--- src/rtl/core/psco_pkg.sv ---
// ============================================================================
// Plane slice convex outline: shared package
// Types, widths, register indexes and small helper functions that are used
// by the edge front end, the queue, the divider and the outline engine.
// ============================================================================
package psco_pkg;

    // Coordinate and arithmetic widths.
    localparam int COORD_W        = 24;
    localparam int DIFF_W         = 25;
    localparam int PROD_W         = 50;
    localparam int QUO_W          = 25;
    localparam int TOL_W          = 8;
    localparam int CFG_DATA_W     = 24;
    localparam int CFG_IDX_W      = 1;

    // Sizes.
    localparam int MAX_POINTS_DEF = 32;
    localparam int RESULT_LIMIT   = 32;
    localparam int QUEUE_DEPTH    = 4;

    // Configuration register indexes.
    typedef logic [CFG_IDX_W-1:0] t_cfg_idx;
    localparam t_cfg_idx CFG_SLICE_HEIGHT = 1'b0;
    localparam t_cfg_idx CFG_POINT_TOL    = 1'b1;

    typedef logic signed [COORD_W-1:0] t_coord;
    typedef logic signed [DIFF_W-1:0]  t_diff;

    // One input transaction: a 3D edge.
    typedef struct packed {
        t_coord start_x;
        t_coord start_y;
        t_coord start_z;
        t_coord end_x;
        t_coord end_y;
        t_coord end_z;
        logic   final_edge;
    } t_edge;

    // One output transaction: an outline segment.
    typedef struct packed {
        t_coord seg_start_x;
        t_coord seg_start_y;
        t_coord seg_end_x;
        t_coord seg_end_y;
        logic   has_segment;
        logic   final_segment;
        logic   overflowed;
    } t_seg;

    // A 2D point.
    typedef struct packed {
        t_coord x;
        t_coord y;
    } t_pt;

    // A classified edge waiting in the queue.
    typedef struct packed {
        t_coord ax;
        t_coord ay;
        t_diff  dx;
        t_diff  dy;
        t_diff  num;
        t_diff  den;
        logic   hit;
        logic   last;
    } t_job;

    // Divider request and response.
    typedef struct packed {
        logic                     start;
        logic signed [PROD_W-1:0] num;
        t_diff                    den;
    } t_div_req;

    typedef struct packed {
        logic  done;
        t_diff quo;
    } t_div_rsp;

    // Sign-extended difference a - b.
    function automatic t_diff sub_ext(t_coord a, t_coord b);
        t_diff d;
        d = {a[COORD_W-1], a} - {b[COORD_W-1], b};
        return d;
    endfunction

    // Lexicographic order on (x, y).
    function automatic logic pt_before(t_pt a, t_pt b);
        logic r;
        r = (a.x != b.x) ? (a.x < b.x) : (a.y < b.y);
        return r;
    endfunction

    // True when both axis distances are within the tolerance.
    function automatic logic pt_near(t_pt a, t_pt b, logic [TOL_W-1:0] tol);
        t_diff             dx;
        t_diff             dy;
        logic [DIFF_W-1:0] mx;
        logic [DIFF_W-1:0] my;
        dx = sub_ext(a.x, b.x);
        dy = sub_ext(a.y, b.y);
        mx = dx[DIFF_W-1] ? DIFF_W'(-dx) : DIFF_W'(dx);
        my = dy[DIFF_W-1] ? DIFF_W'(-dy) : DIFF_W'(dy);
        return (mx <= DIFF_W'(tol)) && (my <= DIFF_W'(tol));
    endfunction

    // Packs one result.
    function automatic t_seg mk_seg(t_pt a, t_pt b, logic has, logic fin, logic ovf);
        t_seg s;
        s.seg_start_x   = a.x;
        s.seg_start_y   = a.y;
        s.seg_end_x     = b.x;
        s.seg_end_y     = b.y;
        s.has_segment   = has;
        s.final_segment = fin;
        s.overflowed    = ovf;
        return s;
    endfunction

endpackage

--- src/rtl/core/psco_front.sv ---
// ============================================================================
// Plane slice convex outline: edge front end
// Accepts edges and classifies them against the slice plane. Each edge is
// reduced to the differences the intersection needs and pushed to the queue.
// ============================================================================
module psco_front import psco_pkg::*; (
    input  logic   i_valid,
    input  t_edge  i_edge,
    output logic   o_stall,
    input  t_coord i_slice,
    input  logic   i_full,
    output logic   o_push,
    output t_job   o_job
);

    t_diff da;
    t_diff db;
    logic  straddle;

    // Accept whenever the queue has room.
    assign o_stall = i_full;
    assign o_push  = i_valid && !i_full;

    // Classification against the plane: straddling and not flat.
    always_comb begin
        da       = sub_ext(i_edge.start_z, i_slice);
        db       = sub_ext(i_edge.end_z, i_slice);
        straddle = ((da <= 0) && (db >= 0)) || ((da >= 0) && (db <= 0));
        o_job.ax   = i_edge.start_x;
        o_job.ay   = i_edge.start_y;
        o_job.dx   = sub_ext(i_edge.end_x, i_edge.start_x);
        o_job.dy   = sub_ext(i_edge.end_y, i_edge.start_y);
        o_job.num  = sub_ext(i_slice, i_edge.start_z);
        o_job.den  = sub_ext(i_edge.end_z, i_edge.start_z);
        o_job.hit  = straddle && (i_edge.start_z != i_edge.end_z);
        o_job.last = i_edge.final_edge;
    end

endmodule

--- config.mk ---
export PLATFORM = sky130hd
export DESIGN_NAME = psco_front
export DESIGN_NICKNAME = d
export VERILOG_FILES = /design/src/rtl/core/psco_pkg.sv /design/src/rtl/core/psco_front.sv
export SDC_FILE = /design/constraint.sdc
export NUM_CORES = 1
export LEC_CHECK = 0
export ABC_AREA = 1
export ABC_CLOCK_PERIOD_IN_PS = 2500
export CAP_MARGIN = 20
export CORE_AREA = 4 4 132 134
export DETAILED_ROUTE_END_ITERATION = 6
export DIE_AREA = 0 0 136 138
export DONT_BUFFER_PORTS = 1
export MAX_ROUTING_LAYER = met4
export PLACE_DENSITY_LB_ADDON = 0.08
export SLEW_MARGIN = 20
export SYNTH_ARGS = -nofsm -noshare
export SYNTH_HDL_FRONTEND = slang
export SYNTH_SLANG_ARGS = --single-unit
--- constraint.sdc ---
create_clock -name vclk -period 2.5
set_input_delay 0.125 -clock vclk [all_inputs]
set_output_delay 0.125 -clock vclk [all_outputs]
set_load 0.02 [all_outputs]
# == Yosys cells after proc, flatten, opt, wreduce, memory -nomap -nowiden ==
# Index checks and enable logic that the tools add are counted.
# totals
ff_bits,0
elab_cells,17
# op_classes
addsub,6
order_cmp,4
n_eq_ne,1
n_reduce_logical,6
# ops
cell,count
subtractor 24 x 24 -> 25 bit,6
"greater-or-equal comparator 25 x 1 -> 1 bit, second input constant",2
"<= comparator 25 x 1 -> 1 bit, second input constant",2
inequality test 24 bit,1
logical AND 1 bit,4
logical NOT 1 bit,1
logical OR 1 bit,1

# == Longest topological paths before layout ==
# logic_depth
ltp_word,5
depth_mapped,20

# == Worst setup path before layout ==
# OpenSTA, ideal clock, no wires.
# synth_timing
kind,in2out
start,in i_edge[1] in the netlist's numbering
end,out o_job[20] in the netlist's numbering
arrival_ns,2.130
required_time_ns,2.375
slack_ns,0.245
path_stages,9
path_cell_list,inv_1 ha_1 fa_1 o21ai_2 a21oi_1 o21a_1 o31ai_1 a21oi_1 xnor2_1
# synth_rtl
item,line_no,source
"start, declared",psco_front.sv:8,"input t_edge i_edge,"
"end, declared",psco_front.sv:13,output t_job o_job

==> metrics.cfg <==
[pwr]
p_leak_nw = 5.52
p_clk_frac = 0
ir_worst_vdd_v = 0.000172
switchingPower_mw = 2.01
p_int_mw = 1.10
power-per-cell-area_nw_per_um2 = 329
seq_power_share = 0
pwr-share-comb = 1.000
netSwitchingFraction = 0.647

[critical_path]
crit_required_ns = 2.38
cpMostUsedCell = nand2_1
cp_cell_sequence = inv_1 > ha_2 > nand2_1 > nor2_2 > inv_1 > nor2_1 > nand4_1 > nand4_1 > nand2_1 > nor2_1 > nand2_1 > nor2_1 > nand2_1 > nand2_1 > nand2_1 > a21oi_2 > buf_4
critPathMaxStageDelay_ns = 0.38
start_kind = input port
worstPathArrival_ns = 2.28
path_max_fanout = 5
path_class = in2out
cp_slowest_cell = ha_2
end_kind = primary output

[hold_path]
hold_path_depth = 0
hold_path_class = in2out
hold_end = o_job[140]
min_from = i_edge[135]

[layout]
fin_nets = 1949
layout-drive-gt1-share = 0.106
final_cell_mix = 434 x nand2_1, 305 x inv_1, 136 x a21oi_1
diodes = 0
fillers = 1798
mostFrequentLayoutCell = nand2_1
clkbuf_count = 0
seqCellArea_um2 = 0
syn_to_final_growth_pct = 6.87
design_area_um2 = 9440
seq_cell_count = 0

[die]
ios = 323
initial_core_util = 0.542
design.die.area_um2 = 18800
fp.coreArea_um2 = 16300
num_rows = 47
die-width_um = 136
die_y_um = 138

[synthesis]
syn-mean-instance-area_um2 = 5.53
ys_warn_count = 0
synth_nets = 1916
syn_area_um2 = 8830
ys_seq_area_frac = 0
synthTopCellsByArea = ha_1 20%, nand2_1 19%, inv_1 13%
synth_top_area_share = 0.204
yosysUniqueCellTypes = 41
synth.largest_area_cell = ha_1
postSynthCellCount = 1597

[timing]
setup-tns-final_ns = 0
slew_viol_final = 0
timing.fmax_mhz = 416
rsz0062_at_grt = true
setup_viol = 0
worst_slew_pin_slew_ns = 0.631
relSlewSlack = 0.576
min_period_over_period = 0.961
fin_crit_ns = 2.40
hold_viol = 0

[global_routing]
grt_pass1_wl_um = 45400
track_usage = 0.302
grt_pass1_vias = 9555
grt_max_degree = 9
overflow = 0
antenna_found_initial = 0

[detailed_routing]
drt.antenna.violating_nets = 0
drc_errors = 0
post_drt_wl_per_cell_um = 15.9
first_iter_violations = 416
vias = 9909
drtPass1Iterations = 7
drt-total-wl_um = 29400
viasPerCell = 5.36

[flow_run]
cap_violations = 0

[placement]
dpl.hpwl_um = 26900
io_buffer_count = 0
post_dp_cell_area_um2 = 9360
place.gp.congestion = 0.990

[clocking]
post_cts_buffers = 0

[run_status]
status = complete, no violations

[how the worst max path moves through the flow]
stage	cells after the start	slack, ns	from	end
3_5_place_dp	17	0.07	i_slice[11]	o_job[1]
3_3_place_gp	17	0.05	i_slice[11]	o_job[1]
2_1_floorplan	9	0.25	i_edge[1]	o_job[20]
4_1_cts	17	0.06	i_slice[11]	o_job[1]
5_1_grt	19	-0.06	i_edge[74]	o_job[1]
6_report	17	0.1	i_slice[12]	o_job[1]
[layout make-up]
type / count / area (µm²) / share of cell area
timing repair buffer: 95 / 713 / 0.0756
tap: 220 / 275 / 0.0292
inverter: 319 / 1200 / 0.127
multi-input combinational: 1214 / 7250 / 0.768
[Yosys cell counts, types with 3 or more instances]
library cell  number
inv_1            306
ha_1             144
buf_4             51
nor2_1           116
xnor2_1           33
a31oi_1            4
inv_2             12
nand2_1          437
o21ai_2            5
nand3b_1           6
a21boi_1           6
fa_1               4
nand2_2           12
nor4_1             5
o21bai_1          15
nor2_2            10
o21ai_0           54
xor2_1            62
nand4_1           30
o21ai_1           11
nor3_1             9
o31ai_1            3
a21oi_1          137
a21oi_2            5
o211ai_1           8
o21a_1             4
a21o_1             3
nand3_1           77
buf_2             11
[through the flow]
stage	total power [mW]	hold WS, ns	cells	util	setup slack, ns
floorplan	2.29	0.330	1597	-	0.245
global placement	3.06	0.250	1848	0.575	0.0472
detailed placement	3.07	0.250	1848	0.575	0.0682
CTS	3.08	0.250	1848	0.575	0.0571
global route	3.40	0.250	1848	0.579	-0.0618
finish	3.11	0.250	1848	0.579	0.0975
[what timing repair did]
item / 4_1_cts / 5_1_grt
gates resized for setup: 0 / 26
hold buffers: 0 / 0
endpoints found under the setup margin: 0 / 5
[routing by layer]
layer	wire, µm	global-route usage
met1	11800	0.345
met5	0	-
met2	14500	0.534
met3	1510	0.0254
met4	1660	0.131
[logic make-up after synthesis]
| group | after synthesis | share of synthesized area |
|---|---|---|
| AOI/OAI and AO/OA | 260 | 0.165 |
| xor gates and xnor gates | 95 | 0.0942 |
| adders and majority gates | 148 | 0.213 |
| buffers and inverters | 383 | 0.187 |
| and+or+nand+nor | 711 | 0.340 |
[power by group through the flow]
stage | Combinational (mW) | Sequential (mW) | Clock, mW
5_1_grt | 3.40 | 0 | 0
3_5_place_dp | 3.07 | 0 | 0
3_3_place_gp | 3.06 | 0 | 0
2_1_floorplan | 2.29 | 0 | 0
6_report | 3.11 | 0 | 0
4_1_cts | 3.08 | 0 | 0
[critical path, delay by kind of cell]
family / cells / cell delay, ns
buffers and inverters: 3 / 0.27
adders and majority gates: 1 / 0.38
AOI/OAI and AO/OA: 1 / 0.19
and+or+nand+nor: 12 / 1.30
(Power assumes the default switching activity.)
