<file path="src/rtl/core/psco_pkg.sv">
// ============================================================================
// Plane slice convex outline: shared package
// Types, widths, register indexes and small helper functions that are used
// by the edge front end, the queue, the divider and the outline engine.
// ============================================================================
package psco_pkg;

    // Coordinate and arithmetic widths.
    localparam int COORD_W        = 24;
    localparam int DIFF_W         = 25;
    localparam int PROD_W         = 50;
    localparam int QUO_W          = 25;
    localparam int TOL_W          = 8;
    localparam int CFG_DATA_W     = 24;
    localparam int CFG_IDX_W      = 1;

    // Sizes.
    localparam int MAX_POINTS_DEF = 32;
    localparam int RESULT_LIMIT   = 32;
    localparam int QUEUE_DEPTH    = 4;

    // Configuration register indexes.
    typedef logic [CFG_IDX_W-1:0] t_cfg_idx;
    localparam t_cfg_idx CFG_SLICE_HEIGHT = 1'b0;
    localparam t_cfg_idx CFG_POINT_TOL    = 1'b1;

    typedef logic signed [COORD_W-1:0] t_coord;
    typedef logic signed [DIFF_W-1:0]  t_diff;

    // One input transaction: a 3D edge.
    typedef struct packed {
        t_coord start_x;
        t_coord start_y;
        t_coord start_z;
        t_coord end_x;
        t_coord end_y;
        t_coord end_z;
        logic   final_edge;
    } t_edge;

    // One output transaction: an outline segment.
    typedef struct packed {
        t_coord seg_start_x;
        t_coord seg_start_y;
        t_coord seg_end_x;
        t_coord seg_end_y;
        logic   has_segment;
        logic   final_segment;
        logic   overflowed;
    } t_seg;

    // A 2D point.
    typedef struct packed {
        t_coord x;
        t_coord y;
    } t_pt;

    // A classified edge waiting in the queue.
    typedef struct packed {
        t_coord ax;
        t_coord ay;
        t_diff  dx;
        t_diff  dy;
        t_diff  num;
        t_diff  den;
        logic   hit;
        logic   last;
    } t_job;

    // Divider request and response.
    typedef struct packed {
        logic                     start;
        logic signed [PROD_W-1:0] num;
        t_diff                    den;
    } t_div_req;

    typedef struct packed {
        logic  done;
        t_diff quo;
    } t_div_rsp;

    // Sign-extended difference a - b.
    function automatic t_diff sub_ext(t_coord a, t_coord b);
        t_diff d;
        d = {a[COORD_W-1], a} - {b[COORD_W-1], b};
        return d;
    endfunction

    // Lexicographic order on (x, y).
    function automatic logic pt_before(t_pt a, t_pt b);
        logic r;
        r = (a.x != b.x) ? (a.x < b.x) : (a.y < b.y);
        return r;
    endfunction

    // True when both axis distances are within the tolerance.
    function automatic logic pt_near(t_pt a, t_pt b, logic [TOL_W-1:0] tol);
        t_diff             dx;
        t_diff             dy;
        logic [DIFF_W-1:0] mx;
        logic [DIFF_W-1:0] my;
        dx = sub_ext(a.x, b.x);
        dy = sub_ext(a.y, b.y);
        mx = dx[DIFF_W-1] ? DIFF_W'(-dx) : DIFF_W'(dx);
        my = dy[DIFF_W-1] ? DIFF_W'(-dy) : DIFF_W'(dy);
        return (mx <= DIFF_W'(tol)) && (my <= DIFF_W'(tol));
    endfunction

    // Packs one result.
    function automatic t_seg mk_seg(t_pt a, t_pt b, logic has, logic fin, logic ovf);
        t_seg s;
        s.seg_start_x   = a.x;
        s.seg_start_y   = a.y;
        s.seg_end_x     = b.x;
        s.seg_end_y     = b.y;
        s.has_segment   = has;
        s.final_segment = fin;
        s.overflowed    = ovf;
        return s;
    endfunction

endpackage

</file>
<file path="src/rtl/core/psco_fifo.sv">
// ============================================================================
// Plane slice convex outline: job queue
// A short first-in first-out queue of classified edges between the front
// end and the outline engine.
// ============================================================================
module psco_fifo import psco_pkg::*; (
    input  logic i_clk,
    input  logic i_rst_n,
    input  logic i_push,
    input  t_job i_data,
    input  logic i_pop,
    output logic o_full,
    output logic o_not_empty,
    output t_job o_head
);

    localparam int AW = $clog2(QUEUE_DEPTH);
    localparam int CW = $clog2(QUEUE_DEPTH + 1);

    t_job          r_mem [QUEUE_DEPTH];
    logic [AW-1:0] r_wr;
    logic [AW-1:0] r_rd;
    logic [CW-1:0] r_cnt;

    assign o_full      = (r_cnt == CW'(QUEUE_DEPTH));
    assign o_not_empty = (r_cnt != '0);
    assign o_head      = r_mem[r_rd];

    // Pointers and fill count.
    always_ff @(posedge i_clk) begin
        if (!i_rst_n) begin
            r_wr  <= '0;
            r_rd  <= '0;
            r_cnt <= '0;
        end else begin
            if (i_push) begin
                r_wr <= r_wr + AW'(1);
            end
            if (i_pop) begin
                r_rd <= r_rd + AW'(1);
            end
            if (i_push && !i_pop) begin
                r_cnt <= r_cnt + CW'(1);
            end else if (!i_push && i_pop) begin
                r_cnt <= r_cnt - CW'(1);
            end
        end
    end

    // Storage.
    always_ff @(posedge i_clk) begin
        if (i_push) begin
            r_mem[r_wr] <= i_data;
        end
    end

endmodule

</file>
<file path="config.mk">
export PLATFORM = sky130hd
export DESIGN_NAME = psco_fifo
export DESIGN_NICKNAME = d
export VERILOG_FILES = /design/src/rtl/core/psco_pkg.sv /design/src/rtl/core/psco_fifo.sv
export SDC_FILE = /design/constraint.sdc
export NUM_CORES = 1
export LEC_CHECK = 0
export ABC_CLOCK_PERIOD_IN_PS = 12750
export BUFFER_PORTS_ARGS = -buffer_cell sky130_fd_sc_hd__buf_4
export CAP_MARGIN = 10
export CORE_MARGIN = 3
export CORE_UTILIZATION = 64
export CTS_BUF_LIST = sky130_fd_sc_hd__clkbuf_8
export DETAILED_ROUTE_END_ITERATION = 10
export GPL_ROUTABILITY_DRIVEN = 1
export PLACE_DENSITY_LB_ADDON = 0.12
export REMOVE_ABC_BUFFERS = 1
export SLEW_MARGIN = 10
export SYNTH_ARGS = -nofsm -noshare
export SYNTH_HDL_FRONTEND = slang
export SYNTH_SLANG_ARGS = --single-unit
</file>
<file path="constraint.sdc">
create_clock -name i_clk -period 12.75 [get_ports i_clk]
set_clock_uncertainty 0.15 [all_clocks]
set_input_delay 0.6375 -clock i_clk [delete_from_list [all_inputs] [get_ports i_clk]]
set_output_delay 0.6375 -clock i_clk [all_outputs]
set_load 0.005 [all_outputs]
</file>
# After elaboration in Yosys (flattened, before gate mapping)
# Memory sizes are Yosys's and may differ from the RTL's. A register that Yosys moved wholly into a read port is not among the register bits.
# Cells that the tools add are included.
[word_totals] ff_bits=7 ramBits=600 output_inout_bits=152 mem_count=1
[classes] add_sub_neg=4 n_eq_ne=1 n_mux=6 reduce_logical=6
[memory_table] name="r_mem" words=4 width=150 rd=1 rd_clocked_by_memory_dff=1 write_ports=1 line_no="psco_fifo.sv:20" rtl="t_job r_mem [QUEUE_DEPTH];"
[ops] op="$mux 3" count=2
[ops] op="$add 2x1->2 const B" count=2
[ops] op="$mux 2" count=2
[ops] op="$add 3x1->3 const B" count=1
[ops] op="$eq 3x3->1 const B" count=1
[ops] op="$reduce_bool 3->1" count=1
[ops] op="$sub 3x1->3 const B" count=1
[ops] op="$logic_and 1x1->1" count=2
[ops] op="$logic_not 1->1" count=2
[ops] op="$mux 1" count=2
[ops] op="$reduce_bool 2->1" count=1

# Logic depth before layout (Yosys ltp)
[depth] ltp_word=4 ltp_mapped=7

# Least setup slack after synthesis
# OpenSTA, ideal clock, no wires.
[synth_timing] kind="input -> register" startpoint="input i_push" endpoint="memory r_mem[0][0] (netlist bit), enable pin" t_arrival_ns=4.061 slack_ns=8.012 stages=1 n_path_buf=0 path_cell_list="and2_1"
[synth_between] elab_chain_cells=2
[synth_lines] item="start: declaration" line_no="psco_fifo.sv:9" rtl="input logic i_push,"
[synth_lines] item="$mux 1" line_no="psco_fifo.sv:52" rtl="if (i_push) begin"
[synth_lines] item="$mux 1 (not written as such)" line_no="psco_fifo.sv:53" rtl="r_mem[r_wr] <= i_data;"
[synth_lines] item="end: declaration" line_no="psco_fifo.sv:20"
# No other way between the ends.

==> summary.md <==
| Metric | Value |
|---|---|
| Status | finished, final reports clean |
| DRT antenna net count | 0 |
| Kind of critical path | flop to primary output |
| Register area | 0.0182 mm^2 |
| Post CTS Setup Buffer Count | 0 |
| Share of the synthesized area in the top cell type | 0.816 |
| CTS H-tree lvls | 3 |
| Initial DRC count | 695 |
| Core area | 0.0338 mm^2 |
| Multi-input logic area | 0.00364 mm^2 |
| Clock Pin Slew Worst Setup and Hold Paths | 0.06 ns |
| CTS-repair resized insts | 0 |
| Slew @ Worst Pin | 1.06 ns |
| Adder-cell area share of the yosys netlist | 0.00374 |
| PwrDens | 157 mW/mm^2 |
| Full die area | 0.0368 mm^2 |
| CP Max Fanout | 45 |
| Post-Route WL | 41.2 mm |
| Root buffer cell | clkbuf_8 |
| DRC violations left | 0 |
| Arr. time, crit path | 3.69 ns |
| Cells after Synth | 827 |
| Setup Viol. Count Final | 0 |
| Per-cell routed wire length | 23.9 um |
| CTS sink cnt | 609 |
| Crit start category | flop |
| Met3 wire length | 3.91 mm |
| Register area share after synthesis | 0.824 |
| Post-DP HPWL | 25.0 mm |
| Fmax achieved | 223 MHz |
| HP Class | primary input to flop |
| Clock Tree Buf Depth | 3 |
| Fill cells | 1665 |
| Finished Layout Cells | 1725 |
| Largest family of logic cells by synthesized area | multiplexers |
| Num rows | 67 |
| Crit path top cell by count | buf_4 |
| Num ports | 306 |
| Mux share of post-synthesis cell area | 0.154 |
| Final Max Tran Viols | 0 |
| Cell taking the most area after synthesis | edfxtp_1 |
| Total track usage | 0.228 |
| CTS Buf Count | 91 |
| Share of cells above drive strength 1 | 0.454 |
| RSZ-0062 raised after global routing | false |
| Top cells by area, synth | edfxtp_1 (82%), mux4_2 (15%), dfxtp_1 (0.82%), buf_6 (0.56%), buf_2 (0.39%) |
| Fin nets | 1364 |
| Max-Cap Viols | 0 |
| GP Congestion | 0.739 |
| Vias per cell | 5.76 |
| DR vias | 9933 |
| Met1 Routed Length | 15.7 mm |
| Die Ht | 192 um |
| Compound-gate portion of the synthesized area | 0.000567 |
| CP Cell Sequence | buf_4 > buf_4 > mux4_2 > buf_4 |
| Final WS setup | 8.27 ns |
| Vias in the first global route | 10500 |
| Maximum vdd drop | 0.119 mV |
| Fin crit period | 4.48 ns |
| Initial antenna violation count | 0 |
| Sum Neg Setup Slack | 0 ns |
| Initial DRT Pass Iterations | 5 |
| Area Overhead vs Synth | 19.8% |
| Global-route wire length before repair | 62.0 mm |
| Largest net degree at the start of global routing | 72 |
| P_leak | 9.05 nW |
| Starting Density | 0.653 |
| Yosys Warn Count | 0 |
| # placed instances | 1559 |
| CP max-delay cell | buf_4 |
| Cts hold-fix bufs | 0 |
| Post-synthesis register bit count | 609 |
| Slew HR | 0.295 |
| Nature of the critical path endpoint | primary output |
| Die Wd | 192 um |
| Max layer used | met4 |
| CP required | 11.96 ns |
| XOR/XNOR Fraction of Synth Area | 0.00198 |
| Avg Cell Area, Syn | 26.7 um^2 |
| Peak per-stage delay on the critical path | 0.80 ns |
| Crit share post-route | 0.351 |
| Worst-Skew Late Latency | 0.61 ns |
| DR WL met2 | 20.6 mm |
| CTS tree | built |
| Cell Area, Synth | 0.0221 mm^2 |
| I/O Buffers | 305 |
| Simple-Gate Fraction of Synth Area | 0.00419 |
| Final Hold Vio Count | 0 |
| Count of unique library cells instantiated by Yosys | 19 |
| Pre-CTS setup slack | 8.76 ns |
| Grt total ovfl | 0 |
==> synth_stat cells <==
cell type,number
buf_2,17
xnor2_1,2
edfxtp_1,600
clkbuf_1,6
nand2_1,1
mux2i_1,2
nor2b_1,2
xor2_1,3
buf_6,11
and2_1,9
or3_1,2
nor3b_1,1
dfxtp_1,9
fa_1,1
mux4_2,150
inv_1,4
o21ai_0,1
ha_1,5
a21boi_0,1
==> report_power, final <==
group	switching [mW]	internal (mW)	total, mW
Combinational	0.196	0.233	0.429
Clock	0.677	0.716	1.39
Sequential	0.0298	2.30	2.33
==> critical path: cells and delay by family, from the launching register on <==
family / cells / cell delay, ns
DFF: 1 / 0.68
buffers and inverters: 3 / 1.70
muxes: 1 / 0.64
==> per-layer routing <==
layer  global-route usage  up-vias
met3               0.0699       63
met1                0.318     5138
li1                     -     4349
met5                    0        -
met4               0.0785        0
met2                0.354      383
==> cells in the final DEF, fill, tap and decap left out, types with 2 or more instances in the layout <==
cell type | Yosys | routed
and2_1 | 9 | 5
and2_4 | 0 | 4
buf_4 | 0 | 318
clkbuf_8 | 0 | 100
clkinv_1 | 0 | 21
clkinv_2 | 0 | 4
dfxtp_1 | 9 | 7
dfxtp_4 | 0 | 2
edfxtp_1 | 600 | 600
ha_1 | 5 | 5
inv_1 | 4 | 43
mux2i_1 | 2 | 2
mux4_2 | 150 | 150
nor2b_1 | 2 | 2
or3_1 | 2 | 2
xnor2_1 | 2 | 2
xor2_1 | 3 | 3
==> flip-flops by register name, summed over array words and instances, names as in the netlist, named ones only <==
signal  cells
r_mem     600
r_wr        2
r_cnt       3
r_rd        2
==> final cells by class <==
type,count,area share
Antenna cell,1,0.0000946
Clock inverter,65,0.00956
Sequential cell,609,0.689
Clock buffer,100,0.0521
Timing Repair Buffer,318,0.0903
Multi-Input combinational cell,180,0.138
Tap cell,448,0.0212
Inverter,4,0.000568
==> cells by family after synthesis <==
family,after synthesis
compound gates,2
xor+xnor,5
fa+ha+maj,6
buf+inv,38
flops,609
mux,152
simple gates,15
==> per-stage QoR <==
stage / cell area, um^2 / hold WS [ns] / util / power [mW]
floorplan: 21800 / 0.317 / - / 2.61
global placement: 24800 / 0.335 / 0.734 / 2.80
detailed placement: 24800 / 0.341 / 0.734 / 2.81
CTS: 26400 / 0.0145 / 0.783 / 4.20
global route: 26400 / 0.0294 / 0.783 / 4.32
finish: 26400 / 0.0707 / 0.783 / 4.15
==> path summary, 6_finish.rpt <==
path	start	end	slack (ns)	cells after the start
setup / recovery	flop	o_head[40]	8.27	4
hold / removal	i_data[24]	r_mem[0][24]$_DFFE_PP_	0.07	1
setup reg to reg	r_wr[0]$_SDFFE_PN0P_	r_mem[0][146]$_DFFE_PP_	9.42	5
hold reg to reg	r_cnt[2]$_SDFFE_PN0P_	r_cnt[2]$_SDFFE_PN0P_	0.35	2
(Power assumes the default switching activity.)
