### src/rtl/core/psco_pkg.sv
// ============================================================================
// Plane slice convex outline: shared package
// Types, widths, register indexes and small helper functions that are used
// by the edge front end, the queue, the divider and the outline engine.
// ============================================================================
package psco_pkg;

    // Coordinate and arithmetic widths.
    localparam int COORD_W        = 24;
    localparam int DIFF_W         = 25;
    localparam int PROD_W         = 50;
    localparam int QUO_W          = 25;
    localparam int TOL_W          = 8;
    localparam int CFG_DATA_W     = 24;
    localparam int CFG_IDX_W      = 1;

    // Sizes.
    localparam int MAX_POINTS_DEF = 32;
    localparam int RESULT_LIMIT   = 32;
    localparam int QUEUE_DEPTH    = 4;

    // Configuration register indexes.
    typedef logic [CFG_IDX_W-1:0] t_cfg_idx;
    localparam t_cfg_idx CFG_SLICE_HEIGHT = 1'b0;
    localparam t_cfg_idx CFG_POINT_TOL    = 1'b1;

    typedef logic signed [COORD_W-1:0] t_coord;
    typedef logic signed [DIFF_W-1:0]  t_diff;

    // One input transaction: a 3D edge.
    typedef struct packed {
        t_coord start_x;
        t_coord start_y;
        t_coord start_z;
        t_coord end_x;
        t_coord end_y;
        t_coord end_z;
        logic   final_edge;
    } t_edge;

    // One output transaction: an outline segment.
    typedef struct packed {
        t_coord seg_start_x;
        t_coord seg_start_y;
        t_coord seg_end_x;
        t_coord seg_end_y;
        logic   has_segment;
        logic   final_segment;
        logic   overflowed;
    } t_seg;

    // A 2D point.
    typedef struct packed {
        t_coord x;
        t_coord y;
    } t_pt;

    // A classified edge waiting in the queue.
    typedef struct packed {
        t_coord ax;
        t_coord ay;
        t_diff  dx;
        t_diff  dy;
        t_diff  num;
        t_diff  den;
        logic   hit;
        logic   last;
    } t_job;

    // Divider request and response.
    typedef struct packed {
        logic                     start;
        logic signed [PROD_W-1:0] num;
        t_diff                    den;
    } t_div_req;

    typedef struct packed {
        logic  done;
        t_diff quo;
    } t_div_rsp;

    // Sign-extended difference a - b.
    function automatic t_diff sub_ext(t_coord a, t_coord b);
        t_diff d;
        d = {a[COORD_W-1], a} - {b[COORD_W-1], b};
        return d;
    endfunction

    // Lexicographic order on (x, y).
    function automatic logic pt_before(t_pt a, t_pt b);
        logic r;
        r = (a.x != b.x) ? (a.x < b.x) : (a.y < b.y);
        return r;
    endfunction

    // True when both axis distances are within the tolerance.
    function automatic logic pt_near(t_pt a, t_pt b, logic [TOL_W-1:0] tol);
        t_diff             dx;
        t_diff             dy;
        logic [DIFF_W-1:0] mx;
        logic [DIFF_W-1:0] my;
        dx = sub_ext(a.x, b.x);
        dy = sub_ext(a.y, b.y);
        mx = dx[DIFF_W-1] ? DIFF_W'(-dx) : DIFF_W'(dx);
        my = dy[DIFF_W-1] ? DIFF_W'(-dy) : DIFF_W'(dy);
        return (mx <= DIFF_W'(tol)) && (my <= DIFF_W'(tol));
    endfunction

    // Packs one result.
    function automatic t_seg mk_seg(t_pt a, t_pt b, logic has, logic fin, logic ovf);
        t_seg s;
        s.seg_start_x   = a.x;
        s.seg_start_y   = a.y;
        s.seg_end_x     = b.x;
        s.seg_end_y     = b.y;
        s.has_segment   = has;
        s.final_segment = fin;
        s.overflowed    = ovf;
        return s;
    endfunction

endpackage

### src/rtl/core/psco_div.sv
// ============================================================================
// Plane slice convex outline: iterative divider
// Signed division truncated toward zero, one quotient bit per cycle. The
// quotient is known to fit QUO_W bits, so the long division starts with
// the upper part of the dividend already in the remainder.
// ============================================================================
module psco_div import psco_pkg::*; (
    input  logic     i_clk,
    input  logic     i_rst_n,
    input  t_div_req i_req,
    output t_div_rsp o_rsp
);

    localparam int CNT_W = $clog2(QUO_W + 1);

    logic              r_busy;
    logic [CNT_W-1:0]  r_cnt;
    logic [DIFF_W:0]   r_rem;
    logic [QUO_W-1:0]  r_low;
    logic [QUO_W-1:0]  r_qmag;
    logic [DIFF_W-1:0] r_dmag;
    logic              r_neg;
    logic              r_done;
    t_diff             r_quo;

    logic [PROD_W-1:0] nmag;
    logic [DIFF_W-1:0] dmag;
    logic [DIFF_W:0]   trial;
    logic              ge;

    // Operand magnitudes and one restoring step.
    always_comb begin
        nmag  = i_req.num[PROD_W-1] ? PROD_W'(-i_req.num) : PROD_W'(i_req.num);
        dmag  = i_req.den[DIFF_W-1] ? DIFF_W'(-i_req.den) : DIFF_W'(i_req.den);
        trial = {r_rem[DIFF_W-1:0], r_low[QUO_W-1]};
        ge    = (trial >= {1'b0, r_dmag});
    end

    assign o_rsp.done = r_done;
    assign o_rsp.quo  = r_quo;

    // Iteration control and datapath.
    always_ff @(posedge i_clk) begin
        if (!i_rst_n) begin
            r_busy <= 1'b0;
            r_done <= 1'b0;
            r_cnt  <= '0;
        end else begin
            r_done <= 1'b0;
            if (i_req.start) begin
                r_busy <= 1'b1;
                r_cnt  <= CNT_W'(QUO_W);
                r_rem  <= {1'b0, nmag[PROD_W-1:QUO_W]};
                r_low  <= nmag[QUO_W-1:0];
                r_dmag <= dmag;
                r_qmag <= '0;
                r_neg  <= i_req.num[PROD_W-1] ^ i_req.den[DIFF_W-1];
            end else if (r_busy) begin
                if (r_cnt != '0) begin
                    r_rem  <= ge ? (trial - {1'b0, r_dmag}) : trial;
                    r_low  <= {r_low[QUO_W-2:0], 1'b0};
                    r_qmag <= {r_qmag[QUO_W-2:0], ge};
                    r_cnt  <= r_cnt - CNT_W'(1);
                end else begin
                    r_quo  <= r_neg ? -t_diff'(r_qmag) : t_diff'(r_qmag);
                    r_done <= 1'b1;
                    r_busy <= 1'b0;
                end
            end
        end
    end

endmodule

### config.mk
export PLATFORM = sky130hd
export DESIGN_NAME = psco_div
export DESIGN_NICKNAME = d
export VERILOG_FILES = /design/src/rtl/core/psco_pkg.sv /design/src/rtl/core/psco_div.sv
export SDC_FILE = /design/constraint.sdc
export NUM_CORES = 1
export LEC_CHECK = 0
export BUFFER_PORTS_ARGS = -buffer_cell sky130_fd_sc_hd__buf_2
export CAP_MARGIN = 20
export CORE_MARGIN = 2
export CORE_UTILIZATION = 48
export CTS_BUF_LIST = sky130_fd_sc_hd__clkbuf_4 sky130_fd_sc_hd__clkbuf_8
export DETAILED_ROUTE_END_ITERATION = 6
export PLACE_DENSITY = 0.7
export SYNTH_ARGS = -nofsm -noshare
export SYNTH_HDL_FRONTEND = slang
export SYNTH_SLANG_ARGS = --single-unit
### constraint.sdc
create_clock -name i_clk -period 6.9 [get_ports i_clk]
set_input_delay 0.345 -clock i_clk [delete_from_list [all_inputs] [get_ports i_clk]]
set_output_delay 0.345 -clock i_clk [all_outputs]
set_load 0.01 [all_outputs]
; After elaboration in Yosys (flattened, before gate mapping)
; Cells that the tools add are included.
[word_totals]
ff_bits = 133
in_bits = 78
output_inout_bits = 26
wordCells = 51
[classes]
add_sub_neg = 5
order_cmp = 1
muxes = 19
bitwise = 5
n_reduce_logical = 10
[op_table]
columns = op, n
row1 = 25-bit two-way mux, 10
row2 = 50-bit two-way mux, 1
row3 = 25-bit negator, 2
row4 = 50-bit negator, 1
row5 = 26-bit by 25-bit >= comparator with 1-bit output, 1
row6 = 25-bit subtractor, 1
row7 = 24-bit two-way mux, 1
row8 = 5-bit two-way mux, 3
row9 = 2-bit AND reduction, 3
row10 = 5-bit nonzero test, 1
row11 = "5-bit by 1-bit subtractor with 5-bit output, second input constant", 1
row12 = 1-bit two-way mux, 4
row13 = 1-bit inverter, 4
row14 = 4-bit AND reduction, 1
row15 = 2-bit nonzero test, 2
row16 = 3-bit AND reduction, 1
row17 = 3-bit OR reduction, 1
row18 = 2-bit OR reduction, 1
row19 = 1-bit XOR, 1

; Longest topological paths before layout
[depth]
word_depth = 5
ltp_mapped = 14
mapped_depth_nobuf = 13

; Least setup slack after synthesis
; Ideal clock, no wire load.
[synth_path]
path_kind = input to register
start = input i_req[25] (netlist bit)
end = register r_rem[23], data pin
setup_ps = 271
arrival_ps = 3280
t_required_ps = 6629
slack_ps = 3350
stages = 11
n_path_buf = 0
path_cell_list = inv_1 -> ha_1 -> or3b_2 -> nor3_1 -> or4b_4 -> or4_4 -> or3_4 -> o31ai_2 -> nor3_1 -> a311oi_1 -> o31ai_1
[synth_via]
elab_chain_cells = 3
[synth_rtl]
columns = element, line
row1 = from (decl), psco_div.sv:10  ; input t_div_req i_req,
row2 = 50-bit negator, psco_div.sv:33  ; nmag = i_req.num[PROD_W-1] ? PROD_W'(-i_req.num) : PROD_W'(i_req.num);
row3 = 50-bit two-way mux, psco_div.sv:33
row4 = 25-bit two-way mux, psco_div.sv:50  ; if (i_req.start) begin
row5 = to (signal assigned), psco_div.sv:53  ; r_rem <= {1'b0, nmag[PROD_W-1:QUO_W]};
row6 = to (signal assigned), psco_div.sv:60  ; r_rem <= ge ? (trial - {1'b0, r_dmag}) : trial;
row7 = to (decl), psco_div.sv:18  ; logic [DIFF_W:0] r_rem;
; Every way passes these cells.
; A chain may end at the register's enable or synchronous reset.

; Worst setup path after layout
[layout_path]
start = register r_rem[8]
end = register r_rem[2], data pin
[layout_via]
elab_chain_cells = 5
[layout_rtl]
columns = element, line
row1 = 26-bit by 25-bit >= comparator with 1-bit output, psco_div.sv:36  ; ge = (trial >= {1'b0, r_dmag});
row2 = 25-bit two-way mux, psco_div.sv:60
row3 = 25-bit two-way mux, psco_div.sv:59  ; if (r_cnt != '0) begin
row4 = 25-bit two-way mux, psco_div.sv:58  ; end else if (r_busy) begin
row5 = 25-bit two-way mux, psco_div.sv:50
; Every way passes these cells. The select of a mux whose other input is x is not followed.

==> flow_metrics.env <==
export IMPL_status="finished, final reports clean"
export IMPL_synthDistinctLibCells=59
export IMPL_drt_iter0_drc=445
export IMPL_hpwl_um=12200
export IMPL_cts_made_buffers=17
export IMPL_max_freq_ghz=0.243
export IMPL_p_sw_mw=0.655
export IMPL_drive_gt1_share_pct=17.3
export IMPL_portBuffers=103
export IMPL_pwr_share_clk_pct=32.6
export IMPL_worst_ir_drop_vdd_mv=0.114
export IMPL_setup_viol=0
export IMPL_clockRootBuffer="clkbuf_8"
export IMPL_hold_violations=0
export IMPL_clk_path_buf_depth=2
export IMPL_post_cts_buffers=0
export IMPL_numClockSinks=133
export IMPL_start_util_pct=48.6
export IMPL_min_period_ps=4120
export IMPL_cts_hold_buf=0
export IMPL_r2r_end="r_rem[2]$_DFFE_PP_"
export IMPL_place_area_mm2=0.00899
export IMPL_startpoint_type="flop"
export IMPL_async_reset_ff_share_pct=0
export IMPL_postRouteWirelength_um=17500
export IMPL_first_pass_iters=5
export IMPL_routed_via_density=5.45
export IMPL_end_kind="flop"
export IMPL_io_pins=104
export IMPL_dp_cells=1094
export IMPL_antenna_found_initial=0
export IMPL_die_x_um=135
export IMPL_cts_tree="done"
export IMPL_cts_htree_levels=4
export IMPL_p_seq_share_pct=45.3
export IMPL_fin_worst_skew_ps=15.5
export IMPL_syn_area_mm2=0.00829
export IMPL_stdcell_count=1125
export IMPL_worst_slack_ps=2780
export IMPL_grt_pass1_vias=5829
export IMPL_die_y_um=135
export IMPL_gr_usage_all_layers_pct=19.9
export IMPL_final_area_mm2=0.00942
export IMPL_final_util_pct=55.2
export IMPL_synth_edff_count=126
export IMPL_die_area_mm2=0.0183
export IMPL_clk_pin_slew_ps=90
export IMPL_num_vias=6133
export IMPL_p_sw_share_pct=29.8
export IMPL_synth_top_cell_by_area="edfxtp_1"
export IMPL_cp_data_arrival_time_ps=4290
export IMPL_wl_per_cell_um=15.5
export IMPL_synth_top_area_share_pct=45.7
export IMPL_gp_congestion=0.863
export IMPL_drv_cap=0
export IMPL_globalRouteOverflowTotal=0
export IMPL_rsz0062_at_grt="no"
export IMPL_hold_ws_ps=105
export IMPL_synth_most_common_cell="edfxtp_1"
export IMPL_ant_nets=0
export IMPL_hold_depth=1
export IMPL_syn_inst=796
export IMPL_seq_area_frac_synth_pct=47.4
export IMPL_hold_start="i_req[0]"
export IMPL_grt_max_degree=88
export IMPL_nNetsFinal=997
export IMPL_synthTopCellsByCount="edfxtp_1 (126), nand2_1 (64), xnor2_1 (64)"
export IMPL_route_detailed_drc=0
export IMPL_synth_top_flop_cell="edfxtp_1"
export IMPL_ys_seq_elements=133
export IMPL_r2r_slack_ps=2780
export IMPL_worst_path_max_fanout=30
export IMPL_worstSetupPathType="flop to flop"
export IMPL_worstRegToRegCells=11
export IMPL_dp_slack_ps=2810
export IMPL_synth_avg_cell_area_um2=10.4
export IMPL_worstHoldEndpoint="r_dmag[0]$_DFFE_PP_"
export IMPL_hold_path_class="input port to flop"
export IMPL_power_mw=2.19
export IMPL_grt_pass1_wl_um=28600
export IMPL_cellLeakagePower_nw=3.55
export IMPL_cts_resized=0
export IMPL_rr_startpoint="r_rem[8]$_DFFE_PP_"
export IMPL_synth_fp_nets=905
export IMPL_cellPowerDensity_mw_per_mm2=233
export IMPL_worst_slew_pin_slew_ps=1080
export IMPL_tns_ps=0
export IMPL_period_share_pct=59.7
export IMPL_maxSlewViolCount=0
export IMPL_combPwrFrac_pct=22.1
export IMPL_rows=48
export IMPL_relSlewSlack_pct=27.9
export IMPL_yosys_top_cells_area="edfxtp_1 (46%), xnor2_1 (6.8%), xor2_1 (5.6%), ha_1 (4.5%), mux2i_1 (3.4%)"
export IMPL_worstSkewPairLatency_ps=460
export IMPL_core_mm2=0.0171
export IMPL_p_int_mw=1.54
export IMPL_required_ps=7080
export IMPL_diodes=0
export IMPL_areaGrowthSynthToFinish_pct=13.6
export IMPL_yosys_warnings=0
==> registers in the layout (all words and copies together) (netlist names) <==
register	flops
r_dmag	25
r_rem	25
r_neg	1
r_qmag	25
r_cnt	5
r_done	1
r_busy	1
r_low	25
r_quo	25
==> placed cells by master (no fill, tap or decap), types with 3 or more instances in the layout <==
cell,n
nand3_1,10
or4_1,16
nor2_1,52
o21ai_0,52
o31ai_1,24
nor3_1,7
o211ai_1,3
nand2b_1,8
or3_1,6
and3_1,3
nand3b_1,3
edfxtp_1,126
dfxtp_1,7
and2_1,3
clkbuf_8,17
or2_2,4
nor2b_1,26
o21bai_1,3
xnor2_1,64
nand4_1,7
inv_1,40
a211oi_1,3
buf_2,102
a21boi_0,4
nor4_1,7
inv_8,3
a21oi_1,49
clkinv_4,4
o21a_1,7
mux2i_1,28
xor2_1,53
nand2_1,64
a31oi_1,3
o41ai_1,12
inv_6,3
buf_4,4
ha_1,30
o21ai_1,7
bufinv_16,3
==> layer usage <==
layer,vias up,track usage (%),routed length [um]
met1,2836,26.4,7990
met5,-,0,0
met4,0,8.33,403
li1,3096,-,-
met2,169,31.9,8210
met3,32,4.00,852
==> worst max-delay path, stage by stage (launching register included) <==
cell and delay, ps:
edfxtp_1 400, ha_1 380, a21oi_1 210, a21oi_1 100, a2111oi_0 850, a21oi_1 260, o21ai_1 300, a31oi_1 130
a2111oi_2 340, buf_4 490, mux2i_1 260, o21ai_0 110
==> cells by family after synthesis <==
group / synth area share (%)
and+or+nand+nor: 14.2
AOI/OAI and AO/OA: 14.4
DFF: 47.4
xor gates and xnor gates: 12.4
buffers and inverters: 3.46
adders and majority gates: 4.77
muxes: 3.52
==> layout make-up <==
type | instances | area (um2)
fillers | 1491 | 7640
multi-input cells | 589 | 4090
flip-flops and latches | 133 | 3920
repair buffers | 106 | 541
well taps | 225 | 282
clock buffers | 17 | 234
clock inverters | 14 | 193
inverters | 41 | 154
==> power by group through the flow <==
stage	clock [mW]	sequential, mW	combinational [mW]
CTS	0.725	0.995	0.484
floorplan	0	1.00	0.362
global route	0.761	1.00	0.543
global placement	0	1.01	0.475
detailed placement	0	1.01	0.481
finish	0.716	0.995	0.484
==> how the worst max path moves through the flow <==
stage / depth (start not counted) / slack (ps) / endpoint / startpoint
after floorplan: 11 / 3350 / r_rem[23]$_DFFE_PP_ / i_req[25]
after global placement: 11 / 2760 / r_rem[0]$_DFFE_PP_ / r_rem[8]$_DFFE_PP_
after detailed placement: 11 / 2810 / r_rem[4]$_DFFE_PP_ / r_rem[8]$_DFFE_PP_
after CTS: 11 / 2770 / r_rem[4]$_DFFE_PP_ / r_rem[8]$_DFFE_PP_
after global routing: 11 / 2470 / r_rem[4]$_DFFE_PP_ / r_rem[8]$_DFFE_PP_
final: 11 / 2780 / r_rem[2]$_DFFE_PP_ / r_rem[8]$_DFFE_PP_
Note: power is estimated with default switching activity, not from simulation.
